### src/hdl/knn_pkg.sv
// Shared constants, codes and types for the nearest-neighbor classifier.
// Used by knn_front, knn_back and the top level knn_nearest_class_vote.
package knn_pkg;

  localparam int FEATURES = 40;
  localparam int K_MAX    = 5;
  localparam int CLASSES  = 10;

  localparam int CMD_W      = 2;
  localparam int IDX_W      = 6;
  localparam int VAL_W      = 7;
  localparam int CLS_W      = 4;
  localparam int DIST_W     = 19;
  localparam int RANK_W     = 3;
  localparam int CFG_IDX_W  = 1;
  localparam int CFG_DATA_W = 3;

  localparam int QA_W   = (FEATURES > 1) ? $clog2(FEATURES) : 1;
  localparam int KI_W   = (K_MAX > 1) ? $clog2(K_MAX) : 1;
  localparam int KC_W   = $clog2(K_MAX + 1);
  localparam int CI_W   = $clog2(CLASSES);
  localparam int SQ_W   = 2 * VAL_W;

  localparam int QDEPTH = 4;
  localparam int QP_W   = $clog2(QDEPTH);
  localparam int QC_W   = $clog2(QDEPTH + 1);

  localparam logic [DIST_W-1:0] DIST_MAX = '1;

  localparam logic KIND_NEIGHBOR = 1'b0;
  localparam logic KIND_CLASS    = 1'b1;

  localparam logic [CFG_IDX_W-1:0] REG_NEIGHBOR_COUNT = 1'b0;
  localparam logic [CFG_IDX_W-1:0] REG_METRIC_SELECT  = 1'b1;

  typedef enum logic [CMD_W-1:0] {
    OP_QUERY    = 2'd0,
    OP_TRAIN    = 2'd1,
    OP_CLASSIFY = 2'd2,
    OP_CLEAR    = 2'd3
  } op_t;

  typedef struct packed {
    op_t              op;
    logic             idx_ok;
    logic [IDX_W-1:0] idx;
    logic [VAL_W-1:0] value;
    logic [CLS_W-1:0] cls;
    logic             last;
  } item_t;

  typedef struct packed {
    logic [KC_W-1:0] k;
    logic            metric;
  } cfg_t;

  typedef struct packed {
    logic [KC_W-1:0] list_fill;
    logic            classify_busy;
  } stat_t;

endpackage

### src/hdl/knn_front.sv
// Front end: takes input transactions, decodes them into items and queues them.
// Depends on knn_pkg for item_t and the queue depth.
module knn_front (
  input  logic                      clk,
  input  logic                      rst_n,
  input  logic                      in_valid,
  output logic                      in_stall,
  input  logic [knn_pkg::CMD_W-1:0] in_cmd,
  input  logic [knn_pkg::IDX_W-1:0] in_feature_index,
  input  logic [knn_pkg::VAL_W-1:0] in_feature_value,
  input  logic [knn_pkg::CLS_W-1:0] in_sample_class,
  input  logic                      in_last_feature,
  output logic                      q_valid,
  output knn_pkg::item_t            q_item,
  input  logic                      q_pop
);
  import knn_pkg::*;

  item_t            queue_r [QDEPTH];
  logic [QP_W-1:0]  wr_ptr_r, wr_ptr_nxt;
  logic [QP_W-1:0]  rd_ptr_r, rd_ptr_nxt;
  logic [QC_W-1:0]  count_r, count_nxt;
  item_t            item_in;
  logic             push, pop;

  assign in_stall = (count_r == QC_W'(QDEPTH));
  assign q_valid  = (count_r != '0);
  assign q_item   = queue_r[rd_ptr_r];
  assign push     = in_valid && !in_stall;
  assign pop      = q_pop && q_valid;

  // Range-check the index and clamp the class once, here.
  always_comb begin
    item_in.op     = op_t'(in_cmd);
    item_in.idx_ok = (32'(in_feature_index) < FEATURES);
    item_in.idx    = in_feature_index;
    item_in.value  = in_feature_value;
    item_in.cls    = (32'(in_sample_class) > CLASSES - 1) ? CLS_W'(CLASSES - 1)
                                                          : in_sample_class;
    item_in.last   = in_last_feature;
  end

  always_comb begin
    wr_ptr_nxt = wr_ptr_r;
    rd_ptr_nxt = rd_ptr_r;
    if (push) begin
      wr_ptr_nxt = (32'(wr_ptr_r) == QDEPTH - 1) ? '0 : wr_ptr_r + 1'b1;
    end
    if (pop) begin
      rd_ptr_nxt = (32'(rd_ptr_r) == QDEPTH - 1) ? '0 : rd_ptr_r + 1'b1;
    end
    count_nxt = count_r + QC_W'(push) - QC_W'(pop);
  end

  always_ff @(posedge clk) begin
    if (push) begin
      queue_r[wr_ptr_r] <= item_in;
    end
  end

  always_ff @(posedge clk) begin
    if (!rst_n) begin
      wr_ptr_r <= '0;
      rd_ptr_r <= '0;
      count_r  <= '0;
    end else begin
      wr_ptr_r <= wr_ptr_nxt;
      rd_ptr_r <= rd_ptr_nxt;
      count_r  <= count_nxt;
    end
  end

endmodule

### src/hdl/knn_back.sv
// Back end: query memory, distance pipeline, sorted neighbor list and vote sequencer.
// Depends on knn_pkg; fed from the knn_front queue, drives the result register.
module knn_back (
  input  logic                        clk,
  input  logic                        rst_n,
  input  logic                        q_valid,
  input  knn_pkg::item_t              q_item,
  output logic                        q_pop,
  input  knn_pkg::cfg_t               cfg,
  output knn_pkg::stat_t              stat,
  output logic                        out_valid,
  input  logic                        out_stall,
  output logic                        out_result_kind,
  output logic [knn_pkg::RANK_W-1:0]  out_rank,
  output logic [knn_pkg::DIST_W-1:0]  out_distance,
  output logic [knn_pkg::CLS_W-1:0]   out_class_label,
  output logic                        out_last
);
  import knn_pkg::*;

  // Query memory, read data registered
  logic [VAL_W-1:0]  qmem [FEATURES];
  logic [VAL_W-1:0]  q_rd_r;
  logic [QA_W-1:0]   q_addr;

  // Stage B: difference and square
  logic              b_valid_r;
  item_t             b_item_r;
  logic [VAL_W-1:0]  diff;
  logic [SQ_W-1:0]   sq, term;

  // Stage C: accumulate
  logic              c_valid_r;
  op_t               c_op_r;
  logic [SQ_W-1:0]   c_term_r;
  logic              c_last_r;
  logic [CLS_W-1:0]  c_cls_r;
  logic [DIST_W-1:0] sum_r, sum_nxt;
  logic [DIST_W:0]   sum_ext;
  logic [DIST_W-1:0] sum_sat;
  logic              d_valid_nxt;

  // Stage D: list update and classify
  logic              d_valid_r;
  op_t               d_op_r;
  logic [DIST_W-1:0] d_dist_r;
  logic [CLS_W-1:0]  d_cls_r;
  logic [DIST_W-1:0] best_d_r [K_MAX];
  logic [CLS_W-1:0]  best_c_r [K_MAX];
  logic [DIST_W-1:0] new_d [K_MAX];
  logic [CLS_W-1:0]  new_c [K_MAX];
  logic [K_MAX-1:0]  keep;
  logic [KC_W-1:0]   fill_r, fill_nxt, n_held, fill_ins;
  logic              adv, d_done;

  // Vote sequencer
  logic [KC_W-1:0]   seq_r;
  logic [KI_W-1:0]   seq_idx;
  logic [KC_W-1:0]   votes_r [CLASSES];
  logic [KC_W-1:0]   vote_inc;
  logic [CLS_W-1:0]  vote_cls;
  logic [CLS_W-1:0]  win_cls_r;
  logic [KC_W-1:0]   win_cnt_r;
  logic              is_classify, load_ok, emit_entry, emit_final;

  // Result register
  logic              out_valid_r;
  logic              out_kind_r;
  logic [RANK_W-1:0] out_rank_r;
  logic [DIST_W-1:0] out_dist_r;
  logic [CLS_W-1:0]  out_cls_r;
  logic              out_last_r;

  // ---------------- pipeline advance ----------------
  assign is_classify = d_valid_r && (d_op_r == OP_CLASSIFY);
  assign load_ok     = !out_valid_r || !out_stall;
  assign n_held      = (fill_r < cfg.k) ? fill_r : cfg.k;
  assign seq_idx     = seq_r[KI_W-1:0];
  assign emit_entry  = is_classify && load_ok && (seq_r < n_held);
  assign emit_final  = is_classify && load_ok && !(seq_r < n_held);
  assign d_done      = is_classify ? emit_final : 1'b1;
  assign adv         = !d_valid_r || d_done;
  assign q_pop       = adv;

  // ---------------- stage A: memory access ----------------
  assign q_addr = QA_W'(q_item.idx);

  always_ff @(posedge clk) begin
    if (adv && q_valid) begin
      if (q_item.op == OP_QUERY && q_item.idx_ok) begin
        qmem[q_addr] <= q_item.value;
      end
      q_rd_r <= qmem[q_addr];
    end
  end

  always_ff @(posedge clk) begin
    if (adv) begin
      b_item_r <= q_item;
    end
  end

  // ---------------- stage B: term ----------------
  always_comb begin
    diff = (b_item_r.value >= q_rd_r) ? b_item_r.value - q_rd_r : q_rd_r - b_item_r.value;
    sq   = SQ_W'(diff) * SQ_W'(diff);
    if (!b_item_r.idx_ok) begin
      term = '0;
    end else if (cfg.metric) begin
      term = SQ_W'(diff);
    end else begin
      term = sq;
    end
  end

  always_ff @(posedge clk) begin
    if (adv) begin
      c_op_r   <= b_item_r.op;
      c_term_r <= term;
      c_last_r <= b_item_r.last;
      c_cls_r  <= b_item_r.cls;
    end
  end

  // ---------------- stage C: accumulate ----------------
  always_comb begin
    sum_ext     = {1'b0, sum_r} + (DIST_W + 1)'(c_term_r);
    sum_sat     = sum_ext[DIST_W] ? DIST_MAX : sum_ext[DIST_W-1:0];
    sum_nxt     = sum_r;
    d_valid_nxt = 1'b0;
    if (c_valid_r) begin
      case (c_op_r)
        OP_TRAIN: begin
          if (c_last_r) begin
            sum_nxt     = '0;
            d_valid_nxt = 1'b1;
          end else begin
            sum_nxt = sum_sat;
          end
        end
        OP_CLEAR: begin
          sum_nxt     = '0;
          d_valid_nxt = 1'b1;
        end
        OP_CLASSIFY: d_valid_nxt = 1'b1;
        default: ;
      endcase
    end
  end

  always_ff @(posedge clk) begin
    if (adv) begin
      d_op_r   <= c_op_r;
      d_dist_r <= sum_sat;
      d_cls_r  <= c_cls_r;
    end
  end

  always_ff @(posedge clk) begin
    if (!rst_n) begin
      b_valid_r <= 1'b0;
      c_valid_r <= 1'b0;
      d_valid_r <= 1'b0;
      sum_r     <= '0;
    end else if (adv) begin
      b_valid_r <= q_valid;
      c_valid_r <= b_valid_r;
      d_valid_r <= d_valid_nxt;
      sum_r     <= sum_nxt;
    end
  end

  // ---------------- stage D: sorted insert ----------------
  // Entries at or below the new distance stay; the rest shift down one place.
  always_comb begin
    for (int j = 0; j < K_MAX; j++) begin
      keep[j] = (KC_W'(j) < n_held) && (best_d_r[j] <= d_dist_r);
    end
    new_d[0] = keep[0] ? best_d_r[0] : d_dist_r;
    new_c[0] = keep[0] ? best_c_r[0] : d_cls_r;
    for (int j = 1; j < K_MAX; j++) begin
      if (keep[j]) begin
        new_d[j] = best_d_r[j];
        new_c[j] = best_c_r[j];
      end else if (keep[j-1]) begin
        new_d[j] = d_dist_r;
        new_c[j] = d_cls_r;
      end else begin
        new_d[j] = best_d_r[j-1];
        new_c[j] = best_c_r[j-1];
      end
    end
    fill_ins = (n_held < cfg.k) ? n_held + 1'b1 : cfg.k;
    fill_nxt = fill_r;
    if (d_valid_r) begin
      case (d_op_r)
        OP_TRAIN: fill_nxt = fill_ins;
        OP_CLEAR: fill_nxt = '0;
        default:  ;
      endcase
    end
  end

  always_ff @(posedge clk) begin
    if (d_valid_r && d_op_r == OP_TRAIN) begin
      for (int j = 0; j < K_MAX; j++) begin
        best_d_r[j] <= new_d[j];
        best_c_r[j] <= new_c[j];
      end
    end
  end

  always_ff @(posedge clk) begin
    if (!rst_n) begin
      fill_r <= '0;
    end else begin
      fill_r <= fill_nxt;
    end
  end

  // ---------------- vote sequencer ----------------
  // Keep the running winner; a tie goes to the lower class.
  assign vote_cls = best_c_r[seq_idx];
  assign vote_inc = votes_r[CI_W'(vote_cls)] + 1'b1;

  always_ff @(posedge clk) begin
    if (adv) begin
      for (int c = 0; c < CLASSES; c++) begin
        votes_r[c] <= '0;
      end
      win_cls_r <= '0;
      win_cnt_r <= '0;
    end else if (emit_entry) begin
      votes_r[CI_W'(vote_cls)] <= vote_inc;
      if (vote_inc > win_cnt_r || (vote_inc == win_cnt_r && vote_cls < win_cls_r)) begin
        win_cls_r <= vote_cls;
        win_cnt_r <= vote_inc;
      end
    end
  end

  always_ff @(posedge clk) begin
    if (!rst_n) begin
      seq_r <= '0;
    end else if (adv) begin
      seq_r <= '0;
    end else if (emit_entry) begin
      seq_r <= seq_r + 1'b1;
    end
  end

  // ---------------- result register ----------------
  always_ff @(posedge clk) begin
    if (!rst_n) begin
      out_valid_r <= 1'b0;
    end else if (emit_entry || emit_final) begin
      out_valid_r <= 1'b1;
    end else if (!out_stall) begin
      out_valid_r <= 1'b0;
    end
  end

  always_ff @(posedge clk) begin
    if (emit_entry) begin
      out_kind_r <= KIND_NEIGHBOR;
      out_rank_r <= RANK_W'(seq_r);
      out_dist_r <= best_d_r[seq_idx];
      out_cls_r  <= vote_cls;
      out_last_r <= 1'b0;
    end else if (emit_final) begin
      out_kind_r <= KIND_CLASS;
      out_rank_r <= '0;
      out_dist_r <= '0;
      out_cls_r  <= win_cls_r;
      out_last_r <= 1'b1;
    end
  end

  assign out_valid       = out_valid_r;
  assign out_result_kind = out_kind_r;
  assign out_rank        = out_rank_r;
  assign out_distance    = out_dist_r;
  assign out_class_label = out_cls_r;
  assign out_last        = out_last_r;

  assign stat.list_fill     = fill_r;
  assign stat.classify_busy = is_classify;

endmodule

### src/hdl/knn_nearest_class_vote.sv
// Nearest-neighbor classifier top level: config registers, front queue and back end.
// A classify transaction passes the front queue, the stage A, B and C registers and the list
// stage D into the result register, then gives one result per cycle while out_stall is low.
// Throughput: one transaction per cycle; a classify holds the list stage while it emits
// one result per held neighbor and then the predicted class, and while out_stall is high.
// Reset (rst_n low, synchronous): queue, pipeline, list and accumulator empty; k=1, squared metric.
module knn_nearest_class_vote (
  input  logic                           clk,
  input  logic                           rst_n,
  input  logic                           in_valid,
  output logic                           in_stall,
  input  logic [knn_pkg::CMD_W-1:0]      in_cmd,
  input  logic [knn_pkg::IDX_W-1:0]      in_feature_index,
  input  logic [knn_pkg::VAL_W-1:0]      in_feature_value,
  input  logic [knn_pkg::CLS_W-1:0]      in_sample_class,
  input  logic                           in_last_feature,
  output logic                           out_valid,
  input  logic                           out_stall,
  output logic                           out_result_kind,
  output logic [knn_pkg::RANK_W-1:0]     out_rank,
  output logic [knn_pkg::DIST_W-1:0]     out_distance,
  output logic [knn_pkg::CLS_W-1:0]      out_class_label,
  output logic                           out_last,
  input  logic                           cfg_wr_en,
  input  logic [knn_pkg::CFG_IDX_W-1:0]  cfg_index,
  input  logic [knn_pkg::CFG_DATA_W-1:0] cfg_wdata
);
  import knn_pkg::*;

  logic [CFG_DATA_W-1:0] neighbor_count_r;
  logic                  metric_select_r;
  cfg_t                  cfg_s;
  stat_t                 stat_s;
  logic                  q_valid, q_pop;
  item_t                 q_item;

  always_ff @(posedge clk) begin
    if (!rst_n) begin
      neighbor_count_r <= CFG_DATA_W'(1);
      metric_select_r  <= 1'b0;
    end else if (cfg_wr_en) begin
      case (cfg_index)
        REG_NEIGHBOR_COUNT: neighbor_count_r <= cfg_wdata;
        REG_METRIC_SELECT:  metric_select_r  <= cfg_wdata[0];
        default: ;
      endcase
    end
  end

  // Clamp k into 1..K_MAX
  always_comb begin
    if (neighbor_count_r == '0) begin
      cfg_s.k = KC_W'(1);
    end else if (32'(neighbor_count_r) > K_MAX) begin
      cfg_s.k = KC_W'(K_MAX);
    end else begin
      cfg_s.k = KC_W'(neighbor_count_r);
    end
    cfg_s.metric = metric_select_r;
  end

  knn_front u_front (
    .clk              (clk),
    .rst_n            (rst_n),
    .in_valid         (in_valid),
    .in_stall         (in_stall),
    .in_cmd           (in_cmd),
    .in_feature_index (in_feature_index),
    .in_feature_value (in_feature_value),
    .in_sample_class  (in_sample_class),
    .in_last_feature  (in_last_feature),
    .q_valid          (q_valid),
    .q_item           (q_item),
    .q_pop            (q_pop)
  );

  knn_back u_back (
    .clk             (clk),
    .rst_n           (rst_n),
    .q_valid         (q_valid),
    .q_item          (q_item),
    .q_pop           (q_pop),
    .cfg             (cfg_s),
    .stat            (stat_s),
    .out_valid       (out_valid),
    .out_stall       (out_stall),
    .out_result_kind (out_result_kind),
    .out_rank        (out_rank),
    .out_distance    (out_distance),
    .out_class_label (out_class_label),
    .out_last        (out_last)
  );

  a_neighbor_rank : assert property (@(posedge clk) disable iff (!rst_n)
    out_valid && out_result_kind == KIND_NEIGHBOR |->
      !out_last && (32'(out_rank) < 32'(cfg_s.k)))
    else $error("neighbor result rank beyond k or marked last");

  a_class_fields : assert property (@(posedge clk) disable iff (!rst_n)
    out_valid && out_result_kind == KIND_CLASS |->
      out_last && out_rank == '0 && out_distance == '0)
    else $error("predicted-class result has wrong fields");

  a_fill_bound : assert property (@(posedge clk) disable iff (!rst_n)
    32'(stat_s.list_fill) <= K_MAX)
    else $error("neighbor list fill exceeds K_MAX");

  a_busy_emits : assert property (@(posedge clk) disable iff (!rst_n)
    stat_s.classify_busy && !out_valid |=> out_valid)
    else $error("classify run left result register empty");

  a_run_order : assert property (@(posedge clk) disable iff (!rst_n)
    out_valid && !out_stall && !out_last |=>
      out_valid && (out_result_kind == KIND_CLASS ||
                    32'(out_rank) == 32'($past(out_rank)) + 1))
    else $error("classify run broken or ranks out of order");

endmodule
### config.mk
export PLATFORM = sky130hd
export DESIGN_NAME = knn_nearest_class_vote
export DESIGN_NICKNAME = d
export VERILOG_FILES = /design/src/hdl/knn_pkg.sv /design/src/hdl/knn_front.sv /design/src/hdl/knn_back.sv /design/src/hdl/knn_nearest_class_vote.sv
export SDC_FILE = /design/constraint.sdc
export NUM_CORES = 1
export LEC_CHECK = 0
export ABC_AREA = 1
export CORE_MARGIN = 1
export CORE_UTILIZATION = 45
export DETAILED_ROUTE_END_ITERATION = 8
export DONT_BUFFER_PORTS = 1
export GPL_TIMING_DRIVEN = 0
export HOLD_SLACK_MARGIN = 0.02
export SLEW_MARGIN = 30
export SYNTH_ARGS = -nofsm -noshare
export SYNTH_HDL_FRONTEND = slang
export SYNTH_SLANG_ARGS = --single-unit
export TNS_END_PERCENT = 20
### constraint.sdc
create_clock -name clk -period 10.6 [get_ports clk]
set_clock_uncertainty 0.1 [all_clocks]
set_input_delay 1.06 -clock clk [delete_from_list [all_inputs] [get_ports clk]]
set_output_delay 1.06 -clock clk [all_outputs]
set_load 0.005 [all_outputs]
==> flow_metrics.tcl <==
set metrics [dict create \
    status "finished, final reports clean" \
    dieArea_um2 74300 \
    min_to "u_back.d_cls_r[0]$_DFFE_PP_" \
    yosysWarnings 0 \
    drtAntennaViolNets 0 \
    finalWirelength_mm 84.6 \
    synth_top_cell_area_share_pct 56.6 \
    required_ps 10870 \
    cts_buffers 75 \
    netlist_area_um2 32900 \
    crit_arrival_ps 6790 \
    core_area_um2 72000 \
    initial_utilization_pct 45.7 \
    maxCapViolations 0 \
    final.period_utilization_pct 61.5 \
    num-nets-final 3458 \
    worstSkewPairLatency_ps 630 \
    cts.sinks 674 \
    critPathLaunchType "flip-flop" \
    drtIter0Drc 2072 \
    grt_pass1_vias 23300 \
    crit_top_cell "inv_1" \
    dpl.hpwl_mm 61.1 \
    synth-seq-cells 674 \
    io_buffers 0 \
    die_w_um 272 \
    areaGrowthSynthToFinish_pct 13.1 \
    synthFlopType "edfxtp_1" \
    num_vias 23400 \
    drcViolationCount 0 \
    path_clk_slew_ps 60 \
    synth_edf_count 621 \
    ys_types 66 \
    setup_viol 0 \
    ys_seq_area_share_pct 59.9 \
    cts_setup_buffers 0 \
    grt_overflow 0 \
    final_area_um2 37300 \
    ios 59 \
    synth.avg_cell_area_um2 10.5 \
    drt_first_pass_iters 5 \
    synthTopCellsByCount "nand2_1, edfxtp_1, inv_1, nor2_1, o21ai_0" \
    cts_tree "built" \
    cts_buffer_depth 3 \
    synth.most_common_cell "nand2_1" \
    holdWs_ps 317 \
    avgViaCountPerCell 5.50 \
    ys_top_cells_by_area "edfxtp_1, nand2_1, ha_1, o21ai_0, inv_1" \
    yosysTopAreaCell "edfxtp_1" \
    fmax_mhz 153 \
    grt_pass1_wl_mm 132 \
    synthCells 3148 \
    worst_pin_slew_ps 912 \
    grt_max_degree 56 \
    reg2reg_depth 26 \
    cp_max_fo 7 \
    slowest_stage "ha_1" \
    dieHeight_um 272 \
    r2r-start "u_back.q_rd_r[0]$_DFFE_PP_" \
    wl_per_cell_um 19.9 \
    rows 98 \
    antenna_found_initial 0 \
    hold_path.class "reg2reg" \
    hold_viol_final 0 \
    syn_nets 3362 \
    slew_headroom_pct 38.8 \
    hold_buffers 0 \
    cp_slowest_stage_delay_ps 550 \
    placed_area_um2 34800 \
    async_flop_share_pct 0 \
    grt.total_usage_pct 23.0 \
    nFillCells 6225 \
    finalSetupTns_ps 0 \
    grt_setup_unrepaired "false" \
    cts-resized-gates 0 \
    drive_above_1_share_pct 9.36 \
    min_path_cells 0 \
    endpoint_kind "flip-flop" \
    place.gp.congestion 0.900 \
    cp-startpoint "u_back.q_rd_r[0]$_DFFE_PP_" \
    hp-start "u_back.c_cls_r[0]$_DFFE_PP_" \
    drv_slew 0 \
    cts-root-buf "clkbuf_16" \
    diodes 0 \
    period_needed_ps 6520 \
    reg2reg_to "u_back.c_term_r[13]$_SDFFCE_PP0P_" \
    path_class "reg2reg" \
    h-tree-depth 3 \
    r2r_slack_ps 4080 \
]
layout make-up:
class / count / area, um2 / share of cell area [%]
Buffer: 109 / 608 / 1.63
Clock buffer: 100 / 2070 / 5.57
Clock inverter: 36 / 419 / 1.13
Inverter: 346 / 1310 / 3.52
Multi-Input combinational cell: 2019 / 11500 / 30.8
Sequential cell: 674 / 19700 / 52.9
Tap cell: 950 / 1190 / 3.19
Timing Repair Buffer: 19 / 460 / 1.24
critical path: cells and delay by family, from the launching register on:
| kind | cells | cell delay, ps |
|---|---|---|
| adders and majority gates | 6 | 2790 |
| and+or+nand+nor | 9 | 1170 |
| AOI/OAI and AO/OA | 3 | 840 |
| buffers and inverters | 7 | 730 |
| DFF | 1 | 440 |
| xor gates and xnor gates | 1 | 170 |
flip-flops by register name, summed over array words and instances, names as in the netlist, 4 cells and up, named ones only:
register / flops
u_front.queue_r: 84
u_back.d_dist_r: 19
u_back.out_class_label: 4
u_back.qmem: 280
u_back.b_item_r: 15
u_back.out_distance: 19
u_back.best_c_r: 20
u_back.c_cls_r: 4
u_back.win_cls_r: 4
u_back.votes_r: 48
u_back.sum_r: 19
u_back.d_cls_r: 4
u_back.c_term_r: 14
u_back.best_d_r: 95
u_back.q_rd_r: 7
cells by family (layout without fill, tap and decap cells):
| family | count (synthesis) | after routing | share of synthesized area [%] |
|---|---|---|---|
| flip-flops | 674 | 674 | 59.9 |
| XOR/XNOR | 24 | 24 | 0.638 |
| AO/OA/AOI/OAI | 585 | 585 | 9.93 |
| buffers and inverters | 455 | 610 | 5.82 |
| multiplexers | 1 | 1 | 0.0304 |
| AND/OR/NAND/NOR | 1224 | 1224 | 16.3 |
| adder cells (fa/ha/maj) | 185 | 185 | 7.42 |
metal layers:
metal,wire length [um],global-route usage (%),vias up
li1,-,-,11200
met1,36800,31.5,11200
met2,38300,36.2,884
met3,6760,4.59,175
met4,2700,8.38,0
met5,0,0,-
layout by cell type (no fill, tap or decap), types with 12 or more instances in the layout:
cell       synthesis  layout
buf_2             36      35
nor2_1           309     305
edfxtp_1         621     621
nor3_1            18      18
nand2_1          637     637
nor2_2            19      18
inv_1            323     323
o221ai_1          20      20
o21ai_0          269     269
clkbuf_16          0      77
dfxtp_1           53      53
xor2_1            17      17
o22ai_1           29      22
nand3_2           12      12
buf_6             13      13
inv_2             17      17
nand4_1           66      66
fa_1              17      17
buf_4             14      15
buf_16             0      14
a21oi_1          184     180
ha_1             168     168
nand3_1          104     104
o21ai_1           12      12
clkbuf_1          39      56
worst max path at each step:
stage,depth (start not counted),to
finish,26,u_back.c_term_r[13]$_SDFFCE_PP0P_
global route,25,u_back.c_term_r[13]$_SDFFCE_PP0P_
CTS,26,u_back.c_term_r[13]$_SDFFCE_PP0P_
detailed placement,26,u_back.c_term_r[13]$_SDFFCE_PP0P_
global placement,26,u_back.c_term_r[13]$_SDFFCE_PP0P_
floorplan,26,u_back.c_term_r[13]$_SDFFCE_PP0P_
through the flow:
step,cells,util [%],setup slack (ps)
after floorplan,3148,-,5150
after global placement,4098,47.4,4240
after detailed placement,4117,48.3,4170
after CTS,4253,51.7,4110
after global routing,4253,51.8,3620
final,4253,51.8,4080
Power is not shown: default switching activity piles up to over one toggle a cycle in this logic, so the estimate is an artifact.
